`src/rtl/core/addressed_actuator_command_decoder_assert.svh`:
```
// assertion macros for the addressed actuator command decoder
// depends on nothing; included by files that carry concurrent checks
`ifndef ADDRESSED_ACTUATOR_COMMAND_DECODER_ASSERT_SVH
`define ADDRESSED_ACTUATOR_COMMAND_DECODER_ASSERT_SVH

// same-cycle implication, quiet during reset
`define AACD_CHECK_NOW(label, clk, rst, ante, cons) \
   label: assert property (@(posedge clk) disable iff (rst) (ante) |-> (cons)) \
      else $error("aacd check failed (same cycle)");

// next-cycle implication, quiet during reset
`define AACD_CHECK_NEXT(label, clk, rst, ante, cons) \
   label: assert property (@(posedge clk) disable iff (rst) (ante) |=> (cons)) \
      else $error("aacd check failed (next cycle)");

`endif

```
`src/rtl/core/aacd_pkg.sv`:
```
// shared types, constants and helpers for the actuator command decoder
// depends on nothing
package aacd_pkg;

   localparam int WIN_DEPTH = 5;

   localparam logic [7:0] CHAR_P = 8'h50;
   localparam logic [7:0] CHAR_O = 8'h4F;
   localparam logic [7:0] CHAR_N = 8'h4E;

   localparam logic [7:0] INTEN_LIMIT = 8'd100;
   localparam logic [6:0] INTEN_CAP   = 7'd99;
   localparam logic [6:0] DUTY_FULL   = 7'd100;

   localparam logic FUNC_BYTE = 1'b0;
   localparam logic FUNC_TICK = 1'b1;

   localparam int CSR_INDEX_W = 1;
   localparam int CSR_DATA_W  = 16;

   localparam logic [CSR_INDEX_W-1:0] CSR_DEVICE_ID   = 1'd0;
   localparam logic [CSR_INDEX_W-1:0] CSR_AUTO_OFF_MS = 1'd1;

   localparam logic [7:0]  DEVICE_ID_RESET   = 8'd28;
   localparam logic [15:0] AUTO_OFF_MS_RESET = 16'd3000;

   // what the window tells the drive logic about the byte now arriving
   typedef struct packed {
      logic       frame;
      logic       state_on;
      logic [7:0] frame_id;
   } win_info_type;

   typedef struct packed {
      logic       drive_on;
      logic [6:0] duty_out;
      logic       frame_seen;
      logic       id_matched;
      logic       timed_out;
   } rsp_type;

   // ascii hex digit to nibble, anything else gives zero
   function automatic logic [3:0] hex_nibble(input logic [7:0] c);
      logic [3:0] n;
      n = 4'd0;
      if (c inside {[8'h30:8'h39]}) begin
         n = c[3:0];
      end else if (c inside {[8'h41:8'h46], [8'h61:8'h66]}) begin
         n = 4'(c[3:0] + 4'd9);
      end
      return n;
   endfunction

endpackage

```
`src/rtl/core/aacd_if.sv`:
```
// valid/ready channel interfaces for request and response transactions
// depends on nothing
interface aacd_req_if;
   logic       valid;
   logic       ready;
   logic       func;
   logic [7:0] rx_byte;

   modport source (output valid, output func, output rx_byte, input ready);
   modport sink (input valid, input func, input rx_byte, output ready);
endinterface

interface aacd_rsp_if;
   logic       valid;
   logic       ready;
   logic       drive_on;
   logic [6:0] duty_out;
   logic       frame_seen;
   logic       id_matched;
   logic       timed_out;

   modport source (output valid, output drive_on, output duty_out, output frame_seen,
                   output id_matched, output timed_out, input ready);
   modport sink (input valid, input drive_on, input duty_out, input frame_seen,
                 input id_matched, input timed_out, output ready);
endinterface

```
`src/rtl/core/aacd_win_cell.sv`:
```
// one stage of the receive window: a byte and its valid flag
// depends on nothing; chained by the top level
module aacd_win_cell (
   input  logic       clock,
   input  logic       reset,
   input  logic       shift_en,
   input  logic [7:0] din_byte,
   input  logic       din_valid,
   output logic [7:0] q_byte,
   output logic       q_valid
);

   logic [7:0] byte_ff;
   logic       valid_ff;

   always_ff @(posedge clock) begin
      if (reset) begin
         valid_ff <= 1'b0;
      end else if (shift_en) begin
         valid_ff <= din_valid;
      end
   end

   always_ff @(posedge clock) begin
      if (shift_en) begin
         byte_ff <= din_byte;
      end
   end

   assign q_byte  = byte_ff;
   assign q_valid = valid_ff;

endmodule

```
`src/rtl/core/aacd_drive.sv`:
```
// drive state, duty and auto-off countdown; forms the response per transaction
// depends on aacd_pkg
module aacd_drive (
   input  logic                  clock,
   input  logic                  reset,
   input  logic                  step_en,
   input  logic                  func,
   input  logic [7:0]            rx_byte,
   input  aacd_pkg::win_info_type win,
   input  logic [7:0]            device_id,
   input  logic [15:0]           auto_off_ms,
   output aacd_pkg::rsp_type     result
);

   logic        active_ff, active_in;
   logic [6:0]  duty_ff, duty_in;
   logic [15:0] count_ff, count_in;
   logic        frame, matched, expired;
   logic [6:0]  inten;

   always_comb begin
      active_in = active_ff;
      duty_in   = duty_ff;
      count_in  = count_ff;
      frame     = 1'b0;
      matched   = 1'b0;
      expired   = 1'b0;
      inten     = (rx_byte >= aacd_pkg::INTEN_LIMIT) ? aacd_pkg::INTEN_CAP : rx_byte[6:0];
      if (func == aacd_pkg::FUNC_TICK) begin
         if (count_ff != 16'd0) begin
            count_in = count_ff - 16'd1;
            if (count_ff == 16'd1) begin
               active_in = 1'b0;
               expired   = 1'b1;
            end
         end
      end else if (win.frame) begin
         frame = 1'b1;
         if (win.frame_id == device_id) begin
            matched = 1'b1;
            if (win.state_on) begin
               duty_in   = aacd_pkg::DUTY_FULL - inten;
               active_in = 1'b1;
               count_in  = auto_off_ms;
            end else begin
               active_in = 1'b0;
               count_in  = 16'd0;
            end
         end
      end
   end

   always_ff @(posedge clock) begin
      if (reset) begin
         active_ff <= 1'b0;
         duty_ff   <= 7'd0;
         count_ff  <= 16'd0;
      end else if (step_en) begin
         active_ff <= active_in;
         duty_ff   <= duty_in;
         count_ff  <= count_in;
      end
   end

   always_comb begin
      result.drive_on   = active_in;
      result.duty_out   = active_in ? duty_in : 7'd0;
      result.frame_seen = frame;
      result.id_matched = matched;
      result.timed_out  = expired;
   end

endmodule

```
`src/rtl/core/addressed_actuator_command_decoder.sv`:
```
// top level of the addressed actuator command decoder
// depends on aacd_pkg, aacd_if, aacd_win_cell, aacd_drive and the assertion header

// Each request transaction is either a received serial byte (func 0) or a
// one millisecond tick (func 1), and each yields exactly one response
// transaction. The five bytes before the current one sit in a chain of window
// cells; a byte ends a frame when the window reads 'P','O', state, id-hi,
// id-lo and the byte itself is the intensity. A frame whose hex id equals
// device_id switches the drive on (state 'N', duty 100 minus intensity capped
// at 99, countdown loaded from auto_off_ms) or off. Ticks count a running
// countdown down and turn the drive off at zero. One transaction is taken per
// cycle unless the skid entry is full; the response is registered, and a
// two-entry output stage (register plus skid) keeps req ready for one more
// transaction while a response is stalled. csr writes: index 0 device_id,
// index 1 auto_off_ms, applied at any edge with csr_we high, so issue them
// only while no transaction is in flight.
module addressed_actuator_command_decoder (
   input  logic                              clock,
   input  logic                              reset,
   aacd_req_if.sink                          req_ch,
   aacd_rsp_if.source                        rsp_ch,
   input  logic                              csr_we,
   input  logic [aacd_pkg::CSR_INDEX_W-1:0]  csr_index,
   input  logic [aacd_pkg::CSR_DATA_W-1:0]   csr_wdata
);

`include "addressed_actuator_command_decoder_assert.svh"

   // configuration registers
   logic [7:0]  device_id_ff;
   logic [15:0] auto_off_ff;

   always_ff @(posedge clock) begin
      if (reset) begin
         device_id_ff <= aacd_pkg::DEVICE_ID_RESET;
         auto_off_ff  <= aacd_pkg::AUTO_OFF_MS_RESET;
      end else if (csr_we) begin
         case (csr_index)
            aacd_pkg::CSR_DEVICE_ID:   device_id_ff <= csr_wdata[7:0];
            aacd_pkg::CSR_AUTO_OFF_MS: auto_off_ff  <= csr_wdata;
            default: ;
         endcase
      end
   end

   // handshake
   logic req_fire, rsp_fire, byte_fire;
   logic out_valid_ff, out_valid_in, skid_valid_ff, skid_valid_in;
   aacd_pkg::rsp_type out_data_ff, out_data_in, skid_data_ff, skid_data_in, result;

   assign req_ch.ready = !skid_valid_ff;
   assign req_fire     = req_ch.valid && !skid_valid_ff;
   assign rsp_fire     = out_valid_ff && rsp_ch.ready;
   assign byte_fire    = req_fire && (req_ch.func == aacd_pkg::FUNC_BYTE);

   // window chain, cell 0 holds the oldest byte
   logic [7:0] win_byte  [aacd_pkg::WIN_DEPTH];
   logic       win_valid [aacd_pkg::WIN_DEPTH];

   for (genvar i = 0; i < aacd_pkg::WIN_DEPTH; i++) begin : g_win
      logic [7:0] feed_byte;
      logic       feed_valid;
      if (i == aacd_pkg::WIN_DEPTH - 1) begin : g_head
         // newest byte enters here
         assign feed_byte  = req_ch.rx_byte;
         assign feed_valid = 1'b1;
      end else begin : g_body
         assign feed_byte  = win_byte[i+1];
         assign feed_valid = win_valid[i+1];
      end
      aacd_win_cell u_cell (
         .clock     (clock),
         .reset     (reset),
         .shift_en  (byte_fire),
         .din_byte  (feed_byte),
         .din_valid (feed_valid),
         .q_byte    (win_byte[i]),
         .q_valid   (win_valid[i])
      );
   end

   // frame detect over the window as it stands before this byte shifts in
   aacd_pkg::win_info_type win;

   always_comb begin
      win.frame    = win_valid[0] && win_valid[1] && win_valid[2] && win_valid[3] &&
                     win_valid[4] && (win_byte[0] == aacd_pkg::CHAR_P) &&
                     (win_byte[1] == aacd_pkg::CHAR_O);
      win.state_on = (win_byte[2] == aacd_pkg::CHAR_N);
      win.frame_id = {aacd_pkg::hex_nibble(win_byte[3]), aacd_pkg::hex_nibble(win_byte[4])};
   end

   aacd_drive u_drive (
      .clock       (clock),
      .reset       (reset),
      .step_en     (req_fire),
      .func        (req_ch.func),
      .rx_byte     (req_ch.rx_byte),
      .win         (win),
      .device_id   (device_id_ff),
      .auto_off_ms (auto_off_ff),
      .result      (result)
   );

   // output register with skid entry
   always_comb begin
      out_valid_in  = out_valid_ff;
      out_data_in   = out_data_ff;
      skid_valid_in = skid_valid_ff;
      skid_data_in  = skid_data_ff;
      if (rsp_fire || !out_valid_ff) begin
         if (skid_valid_ff) begin
            // skid drains first, req is held off meanwhile
            out_valid_in  = 1'b1;
            out_data_in   = skid_data_ff;
            skid_valid_in = 1'b0;
         end else if (req_fire) begin
            out_valid_in = 1'b1;
            out_data_in  = result;
         end else begin
            out_valid_in = 1'b0;
         end
      end else if (req_fire) begin
         // response stalled, park the new one
         skid_valid_in = 1'b1;
         skid_data_in  = result;
      end
   end

   always_ff @(posedge clock) begin
      if (reset) begin
         out_valid_ff  <= 1'b0;
         skid_valid_ff <= 1'b0;
      end else begin
         out_valid_ff  <= out_valid_in;
         skid_valid_ff <= skid_valid_in;
      end
   end

   always_ff @(posedge clock) begin
      out_data_ff  <= out_data_in;
      skid_data_ff <= skid_data_in;
   end

   assign rsp_ch.valid      = out_valid_ff;
   assign rsp_ch.drive_on   = out_data_ff.drive_on;
   assign rsp_ch.duty_out   = out_data_ff.duty_out;
   assign rsp_ch.frame_seen = out_data_ff.frame_seen;
   assign rsp_ch.id_matched = out_data_ff.id_matched;
   assign rsp_ch.timed_out  = out_data_ff.timed_out;

   // checks
   `AACD_CHECK_NOW(a_skid_needs_out, clock, reset, skid_valid_ff, out_valid_ff)
   `AACD_CHECK_NEXT(a_stall_parks, clock, reset, req_fire && out_valid_ff && !rsp_ch.ready,
                    skid_valid_ff && out_valid_ff)
   `AACD_CHECK_NOW(a_duty_tracks_drive, clock, reset, rsp_ch.valid,
                   rsp_ch.drive_on == (rsp_ch.duty_out != 7'd0))
   `AACD_CHECK_NOW(a_match_in_frame, clock, reset, rsp_ch.valid && rsp_ch.id_matched,
                   rsp_ch.frame_seen)
   `AACD_CHECK_NOW(a_timeout_is_off, clock, reset, rsp_ch.valid && rsp_ch.timed_out,
                   !rsp_ch.drive_on && !rsp_ch.frame_seen)

endmodule

```
`src/flat_wrapper.sv`:
```
// flat-port wrapper written by rule: the top's interface ports become plain ports
module addressed_actuator_command_decoder_flat 
  (clock, reset, csr_we, csr_index, csr_wdata, req_ch_valid, req_ch_func, req_ch_rx_byte, req_ch_ready, rsp_ch_valid, rsp_ch_drive_on, rsp_ch_duty_out, rsp_ch_frame_seen, rsp_ch_id_matched, rsp_ch_timed_out, rsp_ch_ready);
  aacd_req_if req_ch_i ();
  aacd_rsp_if rsp_ch_i ();
  input  logic clock;
  input  logic reset;
  input  logic csr_we;
  input  logic [aacd_pkg::CSR_INDEX_W-1:0] csr_index;
  input  logic [aacd_pkg::CSR_DATA_W-1:0] csr_wdata;
  input wire logic [$bits(req_ch_i.valid)-1:0] req_ch_valid;
  input wire logic [$bits(req_ch_i.func)-1:0] req_ch_func;
  input wire logic [$bits(req_ch_i.rx_byte)-1:0] req_ch_rx_byte;
  output wire logic [$bits(req_ch_i.ready)-1:0] req_ch_ready;
  output wire logic [$bits(rsp_ch_i.valid)-1:0] rsp_ch_valid;
  output wire logic [$bits(rsp_ch_i.drive_on)-1:0] rsp_ch_drive_on;
  output wire logic [$bits(rsp_ch_i.duty_out)-1:0] rsp_ch_duty_out;
  output wire logic [$bits(rsp_ch_i.frame_seen)-1:0] rsp_ch_frame_seen;
  output wire logic [$bits(rsp_ch_i.id_matched)-1:0] rsp_ch_id_matched;
  output wire logic [$bits(rsp_ch_i.timed_out)-1:0] rsp_ch_timed_out;
  input wire logic [$bits(rsp_ch_i.ready)-1:0] rsp_ch_ready;
  assign req_ch_i.valid = req_ch_valid;
  assign req_ch_i.func = req_ch_func;
  assign req_ch_i.rx_byte = req_ch_rx_byte;
  assign req_ch_ready = req_ch_i.ready;
  assign rsp_ch_valid = rsp_ch_i.valid;
  assign rsp_ch_drive_on = rsp_ch_i.drive_on;
  assign rsp_ch_duty_out = rsp_ch_i.duty_out;
  assign rsp_ch_frame_seen = rsp_ch_i.frame_seen;
  assign rsp_ch_id_matched = rsp_ch_i.id_matched;
  assign rsp_ch_timed_out = rsp_ch_i.timed_out;
  assign rsp_ch_i.ready = rsp_ch_ready;
  addressed_actuator_command_decoder u_core (.clock(clock), .reset(reset), .req_ch(req_ch_i), .rsp_ch(rsp_ch_i), .csr_we(csr_we), .csr_index(csr_index), .csr_wdata(csr_wdata));
endmodule
```
`config.mk`:
```
export PLATFORM = sky130hd
export DESIGN_NAME = addressed_actuator_command_decoder_flat
export DESIGN_NICKNAME = d
export VERILOG_FILES = /design/src/rtl/core/aacd_pkg.sv /design/src/rtl/core/aacd_if.sv /design/src/rtl/core/aacd_win_cell.sv /design/src/rtl/core/aacd_drive.sv /design/src/rtl/core/addressed_actuator_command_decoder.sv /design/src/flat_wrapper.sv
export VERILOG_INCLUDE_DIRS = /design/src /design/src/rtl/core
export SDC_FILE = /design/constraint.sdc
export NUM_CORES = 1
export LEC_CHECK = 0
export BUFFER_PORTS_ARGS = -buffer_cell sky130_fd_sc_hd__buf_4
export CORE_MARGIN = 2
export CORE_UTILIZATION = 60
export CTS_BUF_LIST = sky130_fd_sc_hd__clkbuf_16
export CTS_CLUSTER_DIAMETER = 40
export DETAILED_ROUTE_END_ITERATION = 8
export GPL_TIMING_DRIVEN = 0
export PLACE_DENSITY = 0.83
export REMOVE_ABC_BUFFERS = 1
export SLEW_MARGIN = 10
export SYNTH_ARGS = -nofsm -noshare
export SYNTH_HDL_FRONTEND = slang
export SYNTH_SLANG_ARGS = --single-unit
```
`constraint.sdc`:
```
create_clock -name clock -period 3.45 [get_ports clock]
set_input_delay 0.1725 -clock clock [delete_from_list [all_inputs] [get_ports clock]]
set_output_delay 0.1725 -clock clock [all_outputs]
set_load 0.005 [all_outputs]
```
==> impl_summary.log <==
[metrics] type of the most critical hold path: in -> reg
[metrics] Post-synth EDFFs: 62
[metrics] root buffer cell: clkbuf_16
[metrics] synth warn: 0
[metrics] number of global-route vias before repair: 4547
[metrics] minimum period implied by the final worst setup slack: 3.28 ns
[metrics] average detailed-routed wire length per instance: 18.5 um
[metrics] residual antenna-violating net count after detailed routing: 0
[metrics] unrepaired setup endpoints after global routing: false
[metrics] async set or reset register ratio after synthesis: 0
[metrics] Antenna Diode Count: 0
[metrics] total count of max-transition violations in the final report: 0
[metrics] # H-tree levels: 4
[metrics] post-layout power: 4.00 mW
[metrics] post-synthesis to final-layout area growth: 22.2%
[metrics] Final Wtd Congestion: 0.846
[metrics] total core area: 9110 um2
[metrics] global routing usage summed across all routing layers: 0.276
[metrics] Power per Cell Area: 592 nW/um2
[metrics] post-detailed-placement half-perimeter wirelength: 8390 um
[metrics] Chip Width: approximately 100 um
[metrics] maximum clock rate: 305 MHz
[metrics] total clock buffers created by CTS: 17
[metrics] initial standard-cell utilization of the core: 0.608
[metrics] area of the multi-input gates: 2410 um2
[metrics] count of input and output buffers: 43
[metrics] Worst setup SP type: register
[metrics] worst-path fanout max: 11
[metrics] instance count after placement with tap cells included: slightly below 700
[metrics] maximum number of buffers from clock root to sink: 2
[metrics] Congestion Overflow GR: 0
[metrics] leakage power total: 2.54 nW
[metrics] fraction of synthesized cell area taken by the top area cell type: 0.336
[metrics] total DRC errors in the routed layout: 0
[metrics] Fin. Hold Viols: 0
[metrics] worst rel slew slack: 0.253
[metrics] slack of the worst reg-to-reg path: approximately 0.17 ns
[metrics] count of filler cells inserted in the layout: 616
[metrics] number of antenna violations at the first check in global routing: 0
[metrics] peak ir drop on the vdd network: between 0.0003 and 0.0004 V
[metrics] Final setup violation count: 0
[metrics] layout cells sized above 1: 0.164
[metrics] startpoint-to-endpoint class of the critical path: reg -> reg
[metrics] clock latency of the later-clocked register in the worst-skew pair: 0.41 ns
[metrics] sequential fraction of the synthesis area: 0.535
[metrics] top-count cell post-synth: nand2_1
[metrics] number of distinct library cell variants in the gate-level netlist after synthesis: 71
[metrics] row count: 35
[metrics] final WL: 13500 um
[metrics] Yosys reg bits: ~120
[metrics] first-pass GRT wire length: 21500 um
[metrics] number of top-level pins: 44
[metrics] final clock skew: between 0.007 and 0.008 ns
[metrics] starting DRC count in detailed routing: around 360
[metrics] gate family responsible for the most delay along the worst path: compound AO/OA/AOI/OAI gates
[metrics] portion of the clock cycle consumed by the worst path in the final layout: 0.951
[metrics] Via density: 6.45
[metrics] post-synthesis cell count: 552
[metrics] Non-Filler Instances: 732
[metrics] leading cell types by count after synthesis: nand2_1, edfxtp_1, dfxtp_1
[metrics] die extent in y: between 100 and 150 um
[metrics] clock tree from TritonCTS: built
[metrics] pin count of the biggest net entering global routing: 42
[metrics] actual slew at the worst max-slew pin: 1.12 ns
[metrics] final-stage net count: 650
[metrics] post-synth design cell area: 5540 um2
[metrics] Most common cell on crit path: o21bai_1
[metrics] vias post-DR: 4722
[metrics] leading post-synthesis cells by cell area: edfxtp_1, dfxtp_1, nand2_1, a21oi_1, nand3_1
[metrics] Reg area: 2960 um2
[metrics] Crit path arrival time: ~3.6 ns
[metrics] die area: 10000 um2
[metrics] library cell contributing the largest single delay on the critical path: o41a_1
[metrics] biggest cell delay along the critical path: between 0.6 and 0.7 ns
[metrics] mean instance size in the synthesized netlist: 10.0 um2
[metrics] result of the run: complete, no violations
[metrics] number of max-cap violations: 0
[metrics] clk slew on worst S/H paths: around 0.06 ns
[metrics] number of buffer and inverter stages on the critical path: 1
[metrics] cell breakdown of the critical path: inv_1, ha_1, o21bai_1, a21oi_2, o21bai_1, nand4b_1, and3_1, o41a_1, o311ai_0, o31ai_1
[metrics] CTS Sinks: 117
[metrics] Crit path required time: roughly 3.7 ns
[metrics] Initial DRT Pass Iterations: 7
[metrics] ys flop type: edfxtp_1
[metrics] kind of end point of the critical path: register
[metrics] biggest area consumer among synthesized cells: edfxtp_1
-- state kept, by name (all words and copies together) (netlist names), 5 cells and up --
register / count
u_core.device_id_ff: 8
u_core.skid_data_ff: 11
u_core.g_win.u_cell.q_valid: 5
u_core.g_win.u_cell.q_byte: 40
u_core.u_drive.count_ff: 16
u_core.auto_off_ff: 16
u_core.rsp_ch.duty_out: 7
u_core.u_drive.duty_ff: 7
-- layer usage --
layer	global-route usage	part of all wire	up-vias
li1	-	-	2172
met1	0.332	0.40	2264
met2	0.462	0.50	236
met3	0.0655	0.068	50
met4	0.146	0.029	0
met5	0	0	-
-- cell usage in the layout (no fill, tap or decap), types with 4 or more instances in the layout --
cell           synthesis  layout
a211oi_1               9       9
a21oi_1               42      42
a22oi_1                6       6
a311oi_1               4       4
a31oi_1               15      15
buf_4                  0      48
bufinv_16              0       5
clkbuf_16              0      17
dfxtp_1               55      55
dlygate4sd3_1          0      15
edfxtp_1              62      62
ha_1                  11      11
inv_1                 12      13
nand2_1               85      85
nand2b_1               7       7
nand3_1               30      30
nand4_1               11      11
nor2_1                37      36
nor2b_1                8       7
nor3_1                14      14
nor4_1                 7       7
o21ai_0               15      15
o221a_2                4       4
o31ai_1                7       7
xnor2_1                7       7
xor2_1                 6       6
-- worst min-delay path: stages --
cell     delay, ns
buf_4         0.11
nand2_1       0.04
a21oi_1       0.05
-- stage by stage --
stage	util	hold WS [ns]	cell area [um2]	worst slack (ns)	setup TNS, ns
floorplan	-	0.242	5410	0.0607	0
global placement	0.644	0.381	5870	-0.865	-39.34
detailed placement	0.649	0.386	5910	-0.183	-1.24
CTS	0.738	0.000255	6730	0.132	0
global route	0.743	0.0117	6770	0.0257	0
finish	0.743	0.00309	6770	0.168	0
-- cell type report --
type,count,share of cell area
Sequential cell,117,0.438
Tap cell,111,0.0205
Clock buffer,17,0.0629
Timing Repair Buffer,65,0.0806
Multi-Input combinational cell,393,0.356
Inverter,14,0.00777
Clock inverter,15,0.0338
-- power breakdown --
part	internal [mW]	switching (mW)
logic	0.193	0.282
clock network	1.29	0.644
registers	1.54	0.0580
-- timing repair --
action	in CTS	in global routing
pin swaps	1	0
setup buffers	1	4
hold buffers	15	0
setup endpoints to repair	9	24
endpoints found under the hold margin	15	0
resized for setup	0	1
-- path summary, 6_finish.rpt --
check	end	from	depth (start not counted)
setup / recovery	u_core.u_drive.count_ff[2]	u_core.g_win[4].u_cell.q_byte[0]	10
hold / removal	u_core.auto_off_ff[10]	csr_wdata[10]	3
setup reg to reg	u_core.u_drive.count_ff[2]	u_core.g_win[4].u_cell.q_byte[0]	10
hold reg to reg	u_core.g_win[0].u_cell.q_byte[3]	u_core.g_win[1].u_cell.q_byte[3]	0
-- logic make-up after synthesis --
| family | synth area share |
|---|---|
| AOI/OAI and AO/OA | 0.172 |
| xor gates and xnor gates | 0.0206 |
| adders and majority gates | 0.0249 |
| buffers and inverters | 0.0325 |
| DFF | 0.535 |
| muxes | 0.00565 |
| and+or+nand+nor | 0.209 |
Power figures use the tool's default switching activity.
